$ cat src/rtl/assert_macros.svh
// ----------------------------------------------------------------------------
// Assertion macros
// Clocked implication checks used by the smgd_back module.
// ----------------------------------------------------------------------------
`ifndef ASSERT_MACROS_SVH
`define ASSERT_MACROS_SVH

// same-cycle implication, quiet during reset
`define SMGD_ASSERT_NOW(lbl, ante, cons) \
    lbl: assert property (@(posedge i_clk) disable iff (!i_rst_n) (ante) |-> (cons)) \
        else $error("smgd assertion failed");

// next-cycle implication, quiet during reset
`define SMGD_ASSERT_NEXT(lbl, ante, cons) \
    lbl: assert property (@(posedge i_clk) disable iff (!i_rst_n) (ante) |=> (cons)) \
        else $error("smgd assertion failed");

`endif

$ cat src/rtl/smgd_pkg.sv
// ----------------------------------------------------------------------------
// smgd_pkg
// Types, constants and bit helpers for the square marker grid decoder.
// ----------------------------------------------------------------------------
`default_nettype none

package smgd_pkg;

    localparam int GRID_DIM   = 7;
    localparam int GRID_BITS  = GRID_DIM * GRID_DIM;
    localparam int INNER_DIM  = 5;
    localparam int INNER_BITS = INNER_DIM * INNER_DIM;
    localparam int NUM_ROT    = 4;
    localparam int NUM_WORDS  = 5;
    localparam int ID_BITS    = 10;
    localparam int DIST_BITS  = 5;
    localparam int ROW_DBITS  = 3;

    localparam logic [INNER_BITS-1:0] CW_RESET = 25'd29349759;

    typedef logic [GRID_BITS-1:0]  t_grid;
    typedef logic [INNER_BITS-1:0] t_matrix;
    typedef logic [ROW_DBITS-1:0]  t_row_dist;
    typedef logic [DIST_BITS-1:0]  t_dist;
    typedef logic [ID_BITS-1:0]    t_id;

    typedef struct packed {
        logic    border_ok;
        t_matrix matrix;
    } t_front_word;

    function automatic t_grid border_mask();
        t_grid m;
        m = '0;
        for (int r = 0; r < GRID_DIM; r++) begin
            for (int c = 0; c < GRID_DIM; c++) begin
                if (r == 0 || r == GRID_DIM-1 || c == 0 || c == GRID_DIM-1) begin
                    m[GRID_DIM*r + c] = 1'b1;
                end
            end
        end
        return m;
    endfunction

    localparam t_grid BORDER_MASK = border_mask();

    // turned(i,j) = previous(4-j, i)
    function automatic t_matrix turn(input t_matrix m);
        t_matrix r;
        r = '0;
        for (int i = 0; i < INNER_DIM; i++) begin
            for (int j = 0; j < INNER_DIM; j++) begin
                r[INNER_DIM*i + j] = m[INNER_DIM*(INNER_DIM-1-j) + i];
            end
        end
        return r;
    endfunction

    function automatic t_row_dist pop5(input logic [INNER_DIM-1:0] v);
        t_row_dist n;
        n = '0;
        for (int k = 0; k < INNER_DIM; k++) begin
            n = n + {2'b00, v[k]};
        end
        return n;
    endfunction

    // columns 1 and 3 of each row, row 0 first, MSB first
    function automatic t_id matrix_id(input t_matrix m);
        t_id v;
        v = '0;
        for (int y = 0; y < INNER_DIM; y++) begin
            v[ID_BITS-1-2*y] = m[INNER_DIM*y + 1];
            v[ID_BITS-2-2*y] = m[INNER_DIM*y + 3];
        end
        return v;
    endfunction

endpackage

`default_nettype wire

$ cat src/rtl/square_marker_grid_decoder_core.sv
// ----------------------------------------------------------------------------
// square_marker_grid_decoder_core
// Square fiducial marker decoder: border check, four rotations, row-code
// Hamming match against five configured words, id read-out.
//
//   channel   ports                                      handshake
//   -------   -----------------------------------------  ---------------------
//   cfg       i_cfg_valid o_cfg_ready i_cfg_data[24:0]   valid & ready
//   in        i_start o_busy i_cell_grid[48:0]           start & !busy
//   out       o_done o_border_ok o_found o_marker_id     one-cycle strobe
//             o_rotation o_best_distance
//
// One word per cycle sustained while busy is low. A taken grid passes the
// front register, the queue, the row-distance stage and the select stage
// before the result strobe rises.
// Reset is synchronous, active low; code words return to their reset value.
// The back end never stalls, so busy stays low in normal use; the queue
// absorbs front and back decoupling.
// ----------------------------------------------------------------------------
`default_nettype none

module square_marker_grid_decoder_core
    import smgd_pkg::*;
(
    input  wire logic        i_clk,
    input  wire logic        i_rst_n,
    input  wire logic        i_cfg_valid,
    output logic             o_cfg_ready,
    input  wire logic [24:0] i_cfg_data,
    input  wire logic        i_start,
    output logic             o_busy,
    input  wire logic [48:0] i_cell_grid,
    output logic             o_done,
    output logic             o_border_ok,
    output logic             o_found,
    output logic [9:0]       o_marker_id,
    output logic [1:0]       o_rotation,
    output logic [4:0]       o_best_distance
);

    logic        f_push;
    t_front_word f_word;
    logic        q_ready;
    logic        q_valid;
    t_front_word q_word;
    logic        b_pop;

    assign o_cfg_ready = 1'b1;

    smgd_front u_front (
        .i_clk       (i_clk),
        .i_rst_n     (i_rst_n),
        .i_start     (i_start),
        .i_cell_grid (i_cell_grid),
        .o_busy      (o_busy),
        .o_push      (f_push),
        .o_word      (f_word),
        .i_q_ready   (q_ready)
    );

    smgd_queue u_queue (
        .i_clk   (i_clk),
        .i_rst_n (i_rst_n),
        .i_push  (f_push),
        .i_word  (f_word),
        .o_ready (q_ready),
        .o_valid (q_valid),
        .o_word  (q_word),
        .i_pop   (b_pop)
    );

    smgd_back u_back (
        .i_clk           (i_clk),
        .i_rst_n         (i_rst_n),
        .i_cfg_valid     (i_cfg_valid && o_cfg_ready),
        .i_cfg_data      (i_cfg_data),
        .i_q_valid       (q_valid),
        .i_q_word        (q_word),
        .o_pop           (b_pop),
        .o_done          (o_done),
        .o_border_ok     (o_border_ok),
        .o_found         (o_found),
        .o_marker_id     (o_marker_id),
        .o_rotation      (o_rotation),
        .o_best_distance (o_best_distance)
    );

endmodule

`default_nettype wire

$ cat src/rtl/smgd_front.sv
// ----------------------------------------------------------------------------
// smgd_front
// Takes a cell grid, checks the border and pulls out the inner 5x5 matrix.
// ----------------------------------------------------------------------------
`default_nettype none

module smgd_front
    import smgd_pkg::*;
(
    input  wire logic        i_clk,
    input  wire logic        i_rst_n,
    input  wire logic        i_start,
    input  wire t_grid       i_cell_grid,
    output logic             o_busy,
    output logic             o_push,
    output t_front_word      o_word,
    input  wire logic        i_q_ready
);

    logic        r_valid;
    logic        n_valid;
    t_front_word r_word;
    t_front_word n_word;
    logic        accept;

    assign o_busy = r_valid && !i_q_ready;
    assign accept = i_start && !o_busy;
    assign o_push = r_valid && i_q_ready;
    assign o_word = r_word;

    always_comb begin
        n_word.border_ok = ((i_cell_grid & BORDER_MASK) == '0);
        for (int y = 0; y < INNER_DIM; y++) begin
            for (int x = 0; x < INNER_DIM; x++) begin
                n_word.matrix[INNER_DIM*y + x] = i_cell_grid[GRID_DIM*(y+1) + (x+1)];
            end
        end
        n_valid = accept || (r_valid && !i_q_ready);
    end

    always_ff @(posedge i_clk) begin
        if (!i_rst_n) begin
            r_valid <= 1'b0;
        end else begin
            r_valid <= n_valid;
        end
    end

    always_ff @(posedge i_clk) begin
        if (accept) begin
            r_word <= n_word;
        end
    end

endmodule

`default_nettype wire

$ cat src/rtl/smgd_queue.sv
// ----------------------------------------------------------------------------
// smgd_queue
// Two-entry queue of classified words between front and back.
// ----------------------------------------------------------------------------
`default_nettype none

module smgd_queue
    import smgd_pkg::*;
(
    input  wire logic        i_clk,
    input  wire logic        i_rst_n,
    input  wire logic        i_push,
    input  wire t_front_word i_word,
    output logic             o_ready,
    output logic             o_valid,
    output t_front_word      o_word,
    input  wire logic        i_pop
);

    t_front_word r_mem [2];
    logic        r_wptr;
    logic        r_rptr;
    logic [1:0]  r_count;
    logic        n_wptr;
    logic        n_rptr;
    logic [1:0]  n_count;
    logic        do_push;
    logic        do_pop;

    assign o_ready = (r_count != 2'd2);
    assign o_valid = (r_count != 2'd0);
    assign o_word  = r_mem[r_rptr];
    assign do_push = i_push && o_ready;
    assign do_pop  = i_pop && o_valid;

    always_comb begin
        n_wptr  = do_push ? ~r_wptr : r_wptr;
        n_rptr  = do_pop  ? ~r_rptr : r_rptr;
        n_count = r_count;
        if (do_push && !do_pop) begin
            n_count = r_count + 2'd1;
        end else if (do_pop && !do_push) begin
            n_count = r_count - 2'd1;
        end
    end

    always_ff @(posedge i_clk) begin
        if (!i_rst_n) begin
            r_wptr  <= 1'b0;
            r_rptr  <= 1'b0;
            r_count <= 2'd0;
        end else begin
            r_wptr  <= n_wptr;
            r_rptr  <= n_rptr;
            r_count <= n_count;
        end
    end

    always_ff @(posedge i_clk) begin
        if (do_push) begin
            r_mem[r_wptr] <= i_word;
        end
    end

endmodule

`default_nettype wire

$ cat src/rtl/smgd_back.sv
// ----------------------------------------------------------------------------
// smgd_back
// Row distances for all four rotations, then sum, pick and report.
// ----------------------------------------------------------------------------
`default_nettype none

`include "assert_macros.svh"

module smgd_back
    import smgd_pkg::*;
(
    input  wire logic        i_clk,
    input  wire logic        i_rst_n,
    input  wire logic        i_cfg_valid,
    input  wire t_matrix     i_cfg_data,
    input  wire logic        i_q_valid,
    input  wire t_front_word i_q_word,
    output logic             o_pop,
    output logic             o_done,
    output logic             o_border_ok,
    output logic             o_found,
    output t_id              o_marker_id,
    output logic [1:0]       o_rotation,
    output t_dist            o_best_distance
);

    t_matrix   r_code_words;
    t_matrix   rot      [NUM_ROT];
    t_row_dist n_dist   [NUM_ROT][INNER_DIM];

    logic      r_s1_valid;
    logic      r_s1_border;
    t_matrix   r_s1_rot  [NUM_ROT];
    t_row_dist r_s1_dist [NUM_ROT][INNER_DIM];

    t_dist     sum       [NUM_ROT];
    t_dist     best_d;
    logic [1:0] best_r;
    t_matrix   best_m;

    logic      r_done;
    logic      r_border_ok;
    logic      r_found;
    t_id       r_marker_id;
    logic [1:0] r_rotation;
    t_dist     r_best_distance;

    assign o_pop = i_q_valid;

    always_ff @(posedge i_clk) begin
        if (!i_rst_n) begin
            r_code_words <= CW_RESET;
        end else if (i_cfg_valid) begin
            r_code_words <= i_cfg_data;
        end
    end

    // stage 1: per-row minimum distance to the code words
    always_comb begin
        t_row_dist d;
        t_row_dist b;
        rot[0] = i_q_word.matrix;
        for (int r = 1; r < NUM_ROT; r++) begin
            rot[r] = turn(rot[r-1]);
        end
        for (int r = 0; r < NUM_ROT; r++) begin
            for (int y = 0; y < INNER_DIM; y++) begin
                b = 3'd5;
                for (int p = 0; p < NUM_WORDS; p++) begin
                    d = pop5(rot[r][INNER_DIM*y +: INNER_DIM]
                             ^ r_code_words[INNER_DIM*p +: INNER_DIM]);
                    if (d < b) begin
                        b = d;
                    end
                end
                n_dist[r][y] = b;
            end
        end
    end

    always_ff @(posedge i_clk) begin
        if (!i_rst_n) begin
            r_s1_valid <= 1'b0;
        end else begin
            r_s1_valid <= i_q_valid;
        end
    end

    always_ff @(posedge i_clk) begin
        if (i_q_valid) begin
            r_s1_border <= i_q_word.border_ok;
            r_s1_rot    <= rot;
            r_s1_dist   <= n_dist;
        end
    end

    // stage 2: sum rows, lowest sum wins, ties to the lower rotation
    always_comb begin
        for (int r = 0; r < NUM_ROT; r++) begin
            sum[r] = '0;
            for (int y = 0; y < INNER_DIM; y++) begin
                sum[r] = sum[r] + {2'b00, r_s1_dist[r][y]};
            end
        end
        best_d = sum[0];
        best_r = 2'd0;
        best_m = r_s1_rot[0];
        for (int r = 1; r < NUM_ROT; r++) begin
            if (sum[r] < best_d) begin
                best_d = sum[r];
                best_r = 2'(r);
                best_m = r_s1_rot[r];
            end
        end
    end

    always_ff @(posedge i_clk) begin
        if (!i_rst_n) begin
            r_done <= 1'b0;
        end else begin
            r_done <= r_s1_valid;
        end
    end

    always_ff @(posedge i_clk) begin
        if (r_s1_valid) begin
            r_border_ok     <= r_s1_border;
            r_found         <= r_s1_border && (best_d == '0);
            r_marker_id     <= (r_s1_border && (best_d == '0)) ? matrix_id(best_m) : '0;
            r_rotation      <= r_s1_border ? best_r : 2'd0;
            r_best_distance <= r_s1_border ? best_d : '0;
        end
    end

    assign o_done          = r_done;
    assign o_border_ok     = r_border_ok;
    assign o_found         = r_found;
    assign o_marker_id     = r_marker_id;
    assign o_rotation      = r_rotation;
    assign o_best_distance = r_best_distance;

    `SMGD_ASSERT_NEXT(a_pop_reaches_out, i_q_valid, r_s1_valid ##1 r_done)
    `SMGD_ASSERT_NOW(a_found_zero_dist, r_done && r_found, r_border_ok && (r_best_distance == '0))
    `SMGD_ASSERT_NOW(a_border_fail_clear, r_done && !r_border_ok, (r_rotation == 2'd0) && (r_marker_id == '0) && (r_best_distance == '0))
    `SMGD_ASSERT_NOW(a_not_found_no_id, r_done && !r_found, r_marker_id == '0)

endmodule

`default_nettype wire
$ cat config.mk
export PLATFORM = sky130hd
export DESIGN_NAME = square_marker_grid_decoder_core
export DESIGN_NICKNAME = d
export VERILOG_FILES = /design/src/rtl/smgd_pkg.sv /design/src/rtl/square_marker_grid_decoder_core.sv /design/src/rtl/smgd_front.sv /design/src/rtl/smgd_queue.sv /design/src/rtl/smgd_back.sv
export VERILOG_INCLUDE_DIRS = /design/src /design/src/rtl
export SDC_FILE = /design/constraint.sdc
export NUM_CORES = 1
export LEC_CHECK = 0
export BUFFER_PORTS_ARGS = -buffer_cell sky130_fd_sc_hd__buf_4
export CORE_MARGIN = 2
export CORE_UTILIZATION = 50
export DETAILED_ROUTE_END_ITERATION = 10
export PLACE_DENSITY = 0.65
export SYNTH_ARGS = -nofsm -noshare
export SYNTH_HDL_FRONTEND = slang
export SYNTH_SLANG_ARGS = --single-unit
$ cat constraint.sdc
create_clock -name i_clk -period 11.8 [get_ports i_clk]
set_input_delay 2.36 -clock i_clk [delete_from_list [all_inputs] [get_ports i_clk]]
set_output_delay 2.36 -clock i_clk [all_outputs]
set_load 0.05 [all_outputs]
* Word-level counts from Yosys, hierarchy flattened
Memories as Yosys holds them, arrays and structs flattened. A register that Yosys moved wholly into a read port is not among the register bits.
Index checks and enable logic that the tools add are counted.
** Storage, ports and cells
- Memory bits (writable) :: 52
- Output and inout bits :: 22
- Register bits :: 234
- Bits of input ports :: 78
- Memories :: 1
- Word-level logic and storage cells :: 795
** Cells by class
- Magnitude comparators :: 103
- Reduce and logical (&&, ||, !) cells :: 16
- Add/subtract/negate cells :: 418
- Multiplexer cells :: 115
- Eq/ne operators :: 1
- Bitwise operators :: 102
** Memory list
- u_queue.r_mem :: depth 2, width 26, rd ports 1, clocked after Yosys merged registers in 1, wr ports 1, RTL line smgd_queue.sv:20 : t_front_word r_mem [2];
** Operator list (number)
- 3-bit by 1-bit adder with 3-bit output :: 300
- 5-bit XOR :: 100
- 3-bit two-way mux :: 100
- 3-bit < comparator :: 80
- 1-bit by 1-bit adder with 2-bit output :: 100
- 24-bit two-way mux :: 3
- 5-bit by 3-bit adder with 5-bit output :: 12
- 3-bit < comparator, second input constant :: 20
- 49-bit logical NOT :: 1
- 3-bit by 3-bit adder with 4-bit output :: 4
- 5-bit < comparator :: 3
- 5-bit two-way mux :: 3
- 2-bit two-way mux :: 4
- 1-bit logical AND :: 7
- 5-bit logical NOT :: 1
- 1-bit two-way mux :: 5
- 1-bit logical NOT :: 4
- 2-bit nonzero test :: 2
- 2-bit by 1-bit adder with 2-bit output, second input constant :: 1
- 2-bit inequality test, second input constant :: 1
- 1-bit inverter :: 2
- 2-bit by 1-bit subtractor with 2-bit output, second input constant :: 1
- 1-bit logical OR :: 1

* Depth between registers and ports, before layout
Gate-level depths: netlist of the first run.
- Depth in word-level cells :: 15
- Mapped depth :: 34
- Depth with buffers taken out :: 33

* Cells and area by module
A second synthesis of the first run with hierarchy kept.
** Second synthesis, totals
- Cell total of the unflattened synthesis :: 2634
- Area, all modules :: 26337.8 sq um
** Modules (own cells, without submodules)
- smgd_back :: times used 1, seq. area each 3423.3 sq um, cells an instance 2487, area an instance 23329.9 sq um
- smgd_queue :: times used 1, seq. area each 1661.6 sq um, cells an instance 105, area an instance 2112.0 sq um
- smgd_front :: times used 1, seq. area each 800.8 sq um, cells an instance 40, area an instance 884.6 sq um
- square_marker_grid_decoder_core :: times used 1, seq. area each 0.0 sq um, cells an instance 2, area an instance 11.3 sq um

* Worst setup path after synthesis of the first run
Ideal clock, no wire load.
- Path kind :: register to register
- Start point :: register u_back.r_s1_dist[39] (netlist bit)
- End point :: register u_back.r_marker_id[6] (netlist: u_back.o_marker_id[6]) (data pin)
- Library setup time :: 0.254 ns
- Required time :: 11.546 ns
- Period minus slack after synthesis :: 7.599 ns
- Buffers on the path :: 1
- Arrival time :: 7.344 ns
- Setup slack :: 4.201 ns
- Cell stages (with the launch flop) :: 33
- Path through :: edfxtp_1 > ha_1 > fa_1 > fa_1 > inv_1 > fa_1 > inv_1 > ha_1 > inv_1 > fa_1 > inv_1 > ha_1 > o21a_1 > nor2_1 > o22ai_1 > a21oi_2 > mux2i_1 > ha_1 > or3b_1 > o2111a_1 > o211a_1 > a21boi_4 > mux2i_1 > ha_1 > a21oi_1 > nor2b_1 > o21ai_0 > nand2b_1 > a41oi_1 > a31o_2 > buf_2 > a2111oi_2 > o21a_1
** On the way
- Longest elaborated chain between the ends :: 12
- Elaborated cells on any way between the ends :: 15
- Classes of those cells :: add/sub: 4; order compare: 3; mux: 6; reduce/logical: 2
** RTL lines
- from (decl) :: RTL line smgd_back.sv:34 : t_row_dist r_s1_dist [NUM_ROT][INNER_DIM];
- from (signal assigned) :: RTL line smgd_back.sv:93 : r_s1_dist <= n_dist;
- 3-bit by 3-bit adder with 4-bit output * :: RTL line smgd_back.sv:102 : sum[r] = sum[r] + {2'b00, r_s1_dist[r][y]};
- 5-bit by 3-bit adder with 5-bit output * (3 in series) :: RTL line smgd_back.sv:102
- 5-bit < comparator :: RTL line smgd_back.sv:109 : if (sum[r] < best_d) begin
- 5-bit two-way mux :: RTL line smgd_back.sv:109
- 5-bit < comparator :: RTL line smgd_back.sv:109
- 5-bit two-way mux :: RTL line smgd_back.sv:109
- 5-bit < comparator :: RTL line smgd_back.sv:109
- 5-bit two-way mux :: RTL line smgd_back.sv:109
- 5-bit logical NOT :: RTL line smgd_back.sv:129 : r_marker_id <= (r_s1_border && (best_d == '0)) ? matrix_id(best_m) : '0;
- 1-bit logical AND :: RTL line smgd_back.sv:129
- to (signal assigned) :: RTL line smgd_back.sv:129
- to (decl) :: RTL line smgd_back.sv:44 : t_id r_marker_id;
Every way passes the cells marked *; elsewhere a longest branch is shown, timed or not.
A chain may end at the register's enable or synchronous reset.

* Worst setup path after layout of the first run
- Start point :: register u_back.r_s1_dist[39] (netlist bit)
- End point :: register u_back.r_marker_id[9] (netlist: u_back.o_marker_id[9]) (data pin)
The elaborated chain is that of the path after synthesis.

==> impl_metrics.json, run 1 <==
{
  "status": "finished clean",
  "syn_inst": 3063,
  "synth_fp_nets": 3832,
  "yosysSeqAreaShare_pct": 20.4,
  "post_cts_buffers": 0,
  "cp.arrival_ps": 10140,
  "nets": 3887,
  "synthTopCellsByArea": "ha_1 (20%), edfxtp_1 (18%), fa_1 (16%), xnor2_1 (11%), inv_1 (8.9%)",
  "overflow": 0,
  "layout-drive-gt1-share_pct": 10.1,
  "root_buffer": "clkbuf_16",
  "fin_skew_ps": 21.8,
  "final_area_um2": 31600,
  "core_area_um2": 57500,
  "htree_levels": 1,
  "synth_most_common_cell": "inv_1",
  "grt_pass1_wl_mm": 114,
  "synth_warnings": 0,
  "portBuffers": 98,
  "place_area_um2": 30700,
  "wl_per_cell_um": 18.4,
  "clk_pin_slew_ps": 60,
  "synth-simple-area-share_pct": 5.93,
  "ys_types": 65,
  "initialDrtViolationCount": 1054,
  "syn2layout_area_growth_pct": 9.13,
  "cts_buffers": 24,
  "rows": 88,
  "report.final.slew_viol_count": 0,
  "period_needed_ps": 9840,
  "first_pass_iters": 5,
  "grt_max_degree": 70,
  "synth_top_cell_by_area": "ha_1",
  "num_vias": 21000,
  "cp_slowest_cell": "a21oi_2",
  "finalSetupViolCount": 0,
  "cts_tree": "yes",
  "yosysTopAreaCellShare_pct": 20.0,
  "crit_path_frequent_cell": "ha_1",
  "vias_per_cell": 5.39,
  "synth_xor_xnor_area_share_pct": 11.5,
  "worstPathRequired_ps": 12100,
  "synthArstFlopShare_pct": 0,
  "worstMarginPinSlew_ps": 1190,
  "remaining_drc_errors": 0,
  "crit_fanout": 32,
  "initial_core_util_pct": 50.3,
  "cp-start-kind": "flop",
  "insertion_delay_ps": 550,
  "synth_edf_count": 174,
  "synth-compound-area-share_pct": 11.2,
  "min_period_over_period_pct": 83.4,
  "instances_no_fill": 3902,
  "synth.avg_cell_area_um2": 9.44,
  "die_y_um": 244,
  "rsz0062_at_grt": "no",
  "track_usage_pct": 24.2,
  "hold_buffers": 0,
  "fmax_ghz": 0.102,
  "cp-end-kind": "flop",
  "antenna_left": 0,
  "gp_congestion": 0.881,
  "cts.sinks": 207,
  "synth-seq-cells": 207,
  "setup_tns_ps": 0,
  "wl_mm": 71.6,
  "grt_pass1_vias": 22400,
  "synth_commonest_cells": "inv_1 (683), ha_1 (463), xnor2_1 (373), fa_1 (228), nor2_1 (199)",
  "syn_area_um2": 28900,
  "min_path_type": "reg2reg",
  "fp.dieW_um": 244,
  "hpwlAfterDp_mm": 58.3,
  "hold_viol_final": 0,
  "synth_flop_cell": "edfxtp_1",
  "top_level_ports": 100,
  "clock_path_buffers": 3,
  "placed_cells": 3857,
  "synth_mux_area_share_pct": 4.68,
  "die-area_um2": 59800,
  "cts_resized": 0,
  "crit_type": "reg2reg",
  "antenna_found_initial": 1,
  "synth_top_family_by_area": "adder cells",
  "relSlewSlack_pct": 20.4,
  "synthAdderAreaFrac_pct": 35.8,
  "max_stage_delay_ps": 900,
  "cap_viol_max_count": 0
}
[path summary, 6_finish.rpt]
| kind | endpoint | slack, ps | depth (start not counted) | startpoint |
|---|---|---|---|---|
| worst max-delay path | u_back.o_marker_id[9] | 1960 | 31 | u_back.r_s1_dist[39] |
| worst min-delay path | u_queue.r_mem[1][9] | 440 | 0 | u_front.o_word[9] |
| worst max register to register | u_back.o_marker_id[9] | 1960 | 31 | u_back.r_s1_dist[39] |
| worst min register to register | u_queue.r_mem[1][9] | 440 | 0 | u_front.o_word[9] |
[routing by layer]
metal	vias up	routed length, µm	GRT usage, %
met1	10400	31200	30.5
met3	130	2860	2.03
met2	510	35000	43.7
met4	0	2580	8.00
li1	10000	-	-
met5	-	0	0
[metrics by stage]
| stage | setup slack (ps) | util (%) | hold slack (ps) |
|---|---|---|---|
| after floorplan | 4200 | - | 421 |
| after global placement | 2150 | 53.4 | 424 |
| after detailed placement | 1930 | 53.4 | 433 |
| after CTS | 1910 | 54.9 | 447 |
| after global routing | 1390 | 54.9 | 458 |
| final | 1960 | 54.9 | 445 |
[kinds of logic (layout without fill, tap and decap cells)]
family                   after synthesis  after routing
AND/OR/NAND/NOR                      372            372
buffers and inverters                800            873
adder cells (fa/ha/maj)              691            691
XOR/XNOR                             380            380
AO/OA/AOI/OAI                        482            482
multiplexers                         130            130
other                                  1              2
flip-flops                           207            207
[state kept, by name, indices dropped and copies added (netlist names), named ones only]
register,count
u_back.r_code_words,25
u_back.o_found,1
u_back.o_best_distance,5
u_front.o_word,26
u_back.r_s1_valid,1
u_back.o_done,1
u_queue.r_wptr,1
u_queue.r_mem,52
u_back.o_rotation,2
u_back.r_s1_rot,16
u_queue.r_rptr,1
u_back.r_s1_border,1
u_back.r_s1_dist,60
u_front.r_valid,1
u_back.o_border_ok,1
u_back.o_marker_id,10
u_queue.r_count,2
[layout by cell type, fill, tap and decap left out, drive strengths merged, types with 33 or more instances in the layout]
cell | synthesis | routed
mux2i | 89 | 89
o21ba | 40 | 40
a21oi | 109 | 109
inv | 683 | 687
mux2 | 41 | 41
o31ai | 60 | 60
fa | 228 | 228
o21ai | 147 | 147
xnor2 | 373 | 373
buf | 34 | 146
nor2 | 199 | 199
nand2 | 33 | 33
dfxtp | 33 | 33
ha | 463 | 463
edfxtp | 174 | 174
[critical path: cells and delay by family, from the launching register on]
family	cells	cell delay (ps)
AOI/OAI and AO/OA	12	4060
adders and majority gates	9	3410
and+or+nand+nor	4	870
muxes	2	600
DFF	1	380
buffers and inverters	4	260
[layout make-up]
type,count,area [µm²]
antenna,1,2.50
timing repair buffer,146,1100
clock inverter,19,262
multi-input combinational,2056,20200
clock buffer,25,626
tap,765,957
sequential,207,5890
inverter,683,2560
fill,5005,25900
Power of run 1 is not shown: default switching activity piles up to over one toggle a cycle in this logic, so the estimate is an artifact.
==> inputs of run 2 (changes only) <==
- clock period: 11.8 -> 9.46 ns (I/O delays scaled with it)
==> run 2 against run 1 <==
First-iteration DRC count is 0.28% lower. Cell count hardly changed. Non-clock buffer count stayed put. Largest cell class unchanged.
==> impl_metrics.json, run 2 (synthesis results as in run 1) <==
{
  "setup_tns_ps": 0,
  "crit_fanout": 32,
  "place_area_um2": 30700,
  "placed_cells": 3857,
  "insertion_delay_ps": 560,
  "cp-start-kind": "flop",
  "wl_mm": 71.2,
  "cp-end-kind": "flop",
  "status": "finished clean",
  "wl_per_cell_um": 18.2,
  "ff2ff_setup_slack_ps": 750,
  "gp_congestion": 0.871,
  "hold_depth": 0,
  "fmax_ghz": 0.115,
  "clk_pin_slew_ps": 60,
  "cp.arrival_ps": 9030,
  "initialDrtViolationCount": 1051,
  "largest-register": "u_back.r_s1_dist",
  "fp.dieW_um": 244,
  "num_vias": 21000,
  "finalSetupViolCount": 0,
  "period_needed_ps": 8710,
  "initial_core_util_pct": 50.3,
  "antennaDiodeCount": 0,
  "cts_resized": 0,
  "cts_buffers": 25,
  "worstMarginPinSlew_ps": 1320,
  "relSlewSlack_pct": 10.2,
  "vias_per_cell": 5.37,
  "grt_pass1_wl_mm": 115,
  "first_pass_iters": 5,
  "cap_viol_max_count": 0,
  "crit_type": "reg2reg",
  "top_level_ports": 100,
  "crit_path_frequent_cell": "ha_1",
  "clock_path_buffers": 3,
  "min_delay_worst_endpoint": "u_queue.r_mem[1][0]",
  "cts_tree": "yes",
  "hold_buffers": 0,
  "die-area_um2": 59800,
  "cts.sinks": 207,
  "rows": 88,
  "root_buffer": "clkbuf_16",
  "grt_pass1_vias": 22400,
  "worstPathRequired_ps": 9770,
  "htree_levels": 1,
  "r2r-start": "u_back.r_s1_dist[39]",
  "grt_max_degree": 78,
  "hpwlAfterDp_mm": 58.9,
  "post_cts_buffers": 0,
  "antenna_left": 0,
  "min_path_type": "reg2reg",
  "hold_start": "u_front.o_word[0]",
  "portBuffers": 98,
  "rsz0062_at_grt": "no",
  "fillers": 5050,
  "final_cell_mix": "inv_1 (682), ha_1 (463), xnor2_1 (373)",
  "core_area_um2": 57500,
  "layout.cells.most_common": "inv_1",
  "utilization_pct": 54.8,
  "fin_skew_ps": 16.7,
  "cp_slowest_cell": "fa_1",
  "instances_no_fill": 3903,
  "ff2ff_path_depth": 32,
  "max_stage_delay_ps": 570,
  "track_usage_pct": 24.4,
  "remaining_drc_errors": 0,
  "nets": 3888,
  "overflow": 0,
  "syn2layout_area_growth_pct": 8.84,
  "min_period_over_period_pct": 92.1,
  "layout-drive-gt1-share_pct": 10.0,
  "die_y_um": 244,
  "hold_viol_final": 0,
  "final_area_um2": 31500,
  "report.final.slew_viol_count": 0,
  "antenna_found_initial": 0,
  "largest_register_ffs": 60,
  "r2r-end": "u_back.o_marker_id[9]"
}
run 2: cell types whose count changed in the layout (fill, tap and decap cells not counted), moves of 2 or more:
cell / before / now
bufinv_16: 5 / 1
clkbuf_1: 0 / 7
clkbuf_8: 0 / 2
clkinv_1: 3 / 0
clkinv_2: 1 / 6
clkinvlp_4: 4 / 0
inv_8: 2 / 0
run 2: critical path: cells and delay by family (launching register included):
family	cells	cell delay (ps)
AO/OA/AOI/OAI	12	2950
adder cells (fa/ha/maj)	9	3150
buffers and inverters	6	840
flip-flops	1	370
multiplexers	2	600
AND/OR/NAND/NOR	3	540
run 2: final cells by class:
class	instances	area, µm²	area share (%)
clock inverter	12	115	0.366
timing repair buffer	146	1100	3.48
sequential	207	5890	18.7
multi-input combinational	2056	20200	64.1
inverter	683	2560	8.15
clock buffer	34	679	2.16
tap	765	957	3.04
run 2: how the worst max path moves through the flow:
stage                                     from                     to  slack, ps  depth (start not counted)
after floorplan           u_back.r_s1_dist[39]  u_back.o_marker_id[6]       1860                         32
after global placement    u_back.r_s1_dist[39]  u_back.o_marker_id[9]        780                         33
after detailed placement  u_back.r_s1_dist[39]  u_back.o_marker_id[9]        550                         33
after CTS                 u_back.r_s1_dist[39]  u_back.o_marker_id[9]        510                         33
after global routing      u_back.r_s1_dist[39]  u_back.o_marker_id[2]         50                         32
final                     u_back.r_s1_dist[39]  u_back.o_marker_id[9]        750                         32
run 2: metal layers:
| metal | track usage (%) | part of all wire [%] | vias to the layer above |
|---|---|---|---|
| li1 | - | - | 9999 |
| met5 | 0 | 0 | - |
| met2 | 42.7 | 48 | 541 |
| met3 | 2.24 | 4.6 | 118 |
| met4 | 8.45 | 3.8 | 0 |
| met1 | 31.5 | 43 | 10300 |
run 2: metrics by stage:
| stage | hold WS, ps | setup slack [ps] |
|---|---|---|
| floorplan | 421 | 1860 |
| detailed placement | 431 | 547 |
| global placement | 426 | 776 |
| CTS | 450 | 508 |
| global route | 461 | 51.6 |
| finish | 449 | 748 |
Power of run 2 is left out for the same reason.
==> inputs of run 3 (changes only) <==
- CORE_MARGIN: 2 -> default
- clock period: 9.46 -> 11.1 ns (I/O delays scaled with it)
==> run 3 against run 2 <==
Clock skew increased by 19 ps. Register-to-register slack improved by 580 ps. Routed wire length decreased by 2.8%. Cell count decreased by 0.33%. First-iteration DRC count decreased by 23%. Worst setup slack improved by 580 ps. Sequential share of layout area about the same. Maximum frequency decreased by 11%. Utilization increased by 0.65 points. Die area decreased by 1.6%. Critical path type unchanged. Highest routed layer unchanged.
==> impl_metrics.json, run 3 (synthesis results as in run 1) <==
{
  "vias_per_cell": 5.34,
  "antenna_found_initial": 0,
  "multi_input_area_um2": 20200,
  "overflow": 0,
  "cts_resized": 0,
  "initialDrtViolationCount": 807,
  "insertion_delay_ps": 550,
  "met2_usage_pct": 41.2,
  "largest_register_ffs": 60,
  "worstMarginPinSlew_ps": 1220,
  "cts_tree": "yes",
  "min_path_type": "reg2reg",
  "report.final.slew_viol_count": 0,
  "cp.arrival_ps": 10080,
  "fmax_ghz": 0.102,
  "num_vias": 20800,
  "core_area_um2": 56700,
  "crit_fanout": 32,
  "period_needed_ps": 9770,
  "status": "finished clean",
  "grt_pass1_vias": 21700,
  "die-area_um2": 58800,
  "htree_levels": 1,
  "cap_viol_max_count": 0,
  "layout-drive-gt1-share_pct": 9.96,
  "hpwlAfterDp_mm": 57.4,
  "rsz0062_at_grt": "no",
  "root_buffer": "clkbuf_16",
  "hold_buffers": 0,
  "rows": 87,
  "clock_path_buffers": 3,
  "first_pass_iters": 5,
  "nets": 3885,
  "initial_core_util_pct": 51.0,
  "antenna_left": 0,
  "top_usage_layer": "met2",
  "antennaDiodeCount": 0,
  "grt_util_met3_pct": 2.77,
  "use_met1_pct": 29.6,
  "hold_viol_final": 0,
  "ff2ff_setup_slack_ps": 1330,
  "die_y_um": 242,
  "final_cell_mix": "inv_1 (682), ha_1 (463), xnor2_1 (373)",
  "cp_slowest_cell": "a21oi_2",
  "grt_pass1_wl_mm": 110,
  "portBuffers": 98,
  "finalSetupViolCount": 0,
  "remaining_drc_errors": 0,
  "layout.cells.most_common": "inv_1",
  "fp.dieW_um": 242,
  "top_level_ports": 100,
  "hold_depth": 0,
  "setup_tns_ps": 0,
  "crit_path_frequent_cell": "ha_1",
  "syn2layout_area_growth_pct": 8.67,
  "gp_congestion": 0.857,
  "cts.sinks": 207,
  "largest-register": "u_back.r_s1_dist",
  "track_usage_pct": 23.7,
  "wl_mm": 69.2,
  "post_cts_buffers": 0,
  "max_stage_delay_ps": 870,
  "wl_per_cell_um": 17.8,
  "worstPathRequired_ps": 11400,
  "fillers": 4922,
  "cp-start-kind": "flop",
  "seqCellArea_um2": 5890,
  "ff2ff_path_depth": 31,
  "clk_pin_slew_ps": 60,
  "cp-end-kind": "flop",
  "min_period_over_period_pct": 88.1,
  "crit_type": "reg2reg",
  "relSlewSlack_pct": 16.7,
  "fin_skew_ps": 35.4,
  "grt_max_degree": 78,
  "cts_buffers": 24
}
-- run 3: cell count changes in the layout (fill, tap and decap cells not counted), moves of 2 or more --
| cell | previous run | this run |
|---|---|---|
| clkinv_2 | 6 | 4 |
| mux2i_2 | 10 | 8 |
| mux2i_4 | 10 | 12 |
| clkinvlp_4 | 0 | 2 |
| clkbuf_1 | 7 | 4 |
| buf_4 | 146 | 144 |
| clkbuf_8 | 2 | 0 |
-- run 3: area by class of cell --
class,instances,area share (%)
Tap cell,756,3.01
Clock buffer,28,1.96
Inverter,683,8.16
Multi-Input combinational cell,2056,64.2
Sequential cell,207,18.7
Timing Repair Buffer,144,3.44
Clock inverter,16,0.474
-- run 3: per-stage QoR --
stage	setup WS, ps	hold WS [ps]	utilization (%)	cells	area, µm²
final	1330	441	55.4	3890	31400
after global routing	765	452	55.4	3890	31400
after CTS	1350	444	55.4	3890	31400
after detailed placement	1390	431	54.1	3846	30700
after global placement	1640	423	54.1	3846	30700
after floorplan	3500	421	-	3063	28900
-- run 3: critical path: cells and delay by family, from the launching register on --
kind / cells / cell delay, ps
compound gates: 12 / 4030
simple gates: 4 / 870
buf+inv: 4 / 240
mux: 2 / 590
fa+ha+maj: 9 / 3390
flops: 1 / 370
-- run 3: final timing paths --
path | startpoint | end
hold reg to reg | u_front.o_word[18] | u_queue.r_mem[1][18]
setup reg to reg | u_back.r_s1_dist[39] | u_back.o_marker_id[8]
hold / removal | u_front.o_word[18] | u_queue.r_mem[1][18]
setup / recovery | u_back.r_s1_dist[39] | u_back.o_marker_id[8]
-- run 3: layer usage --
layer | wire, µm | up-vias
met4 | 3260 | 0
met5 | 0 | -
met1 | 29800 | 10100
met2 | 33000 | 501
li1 | - | 10000
met3 | 3060 | 151
Power of run 3 is left out for the same reason.
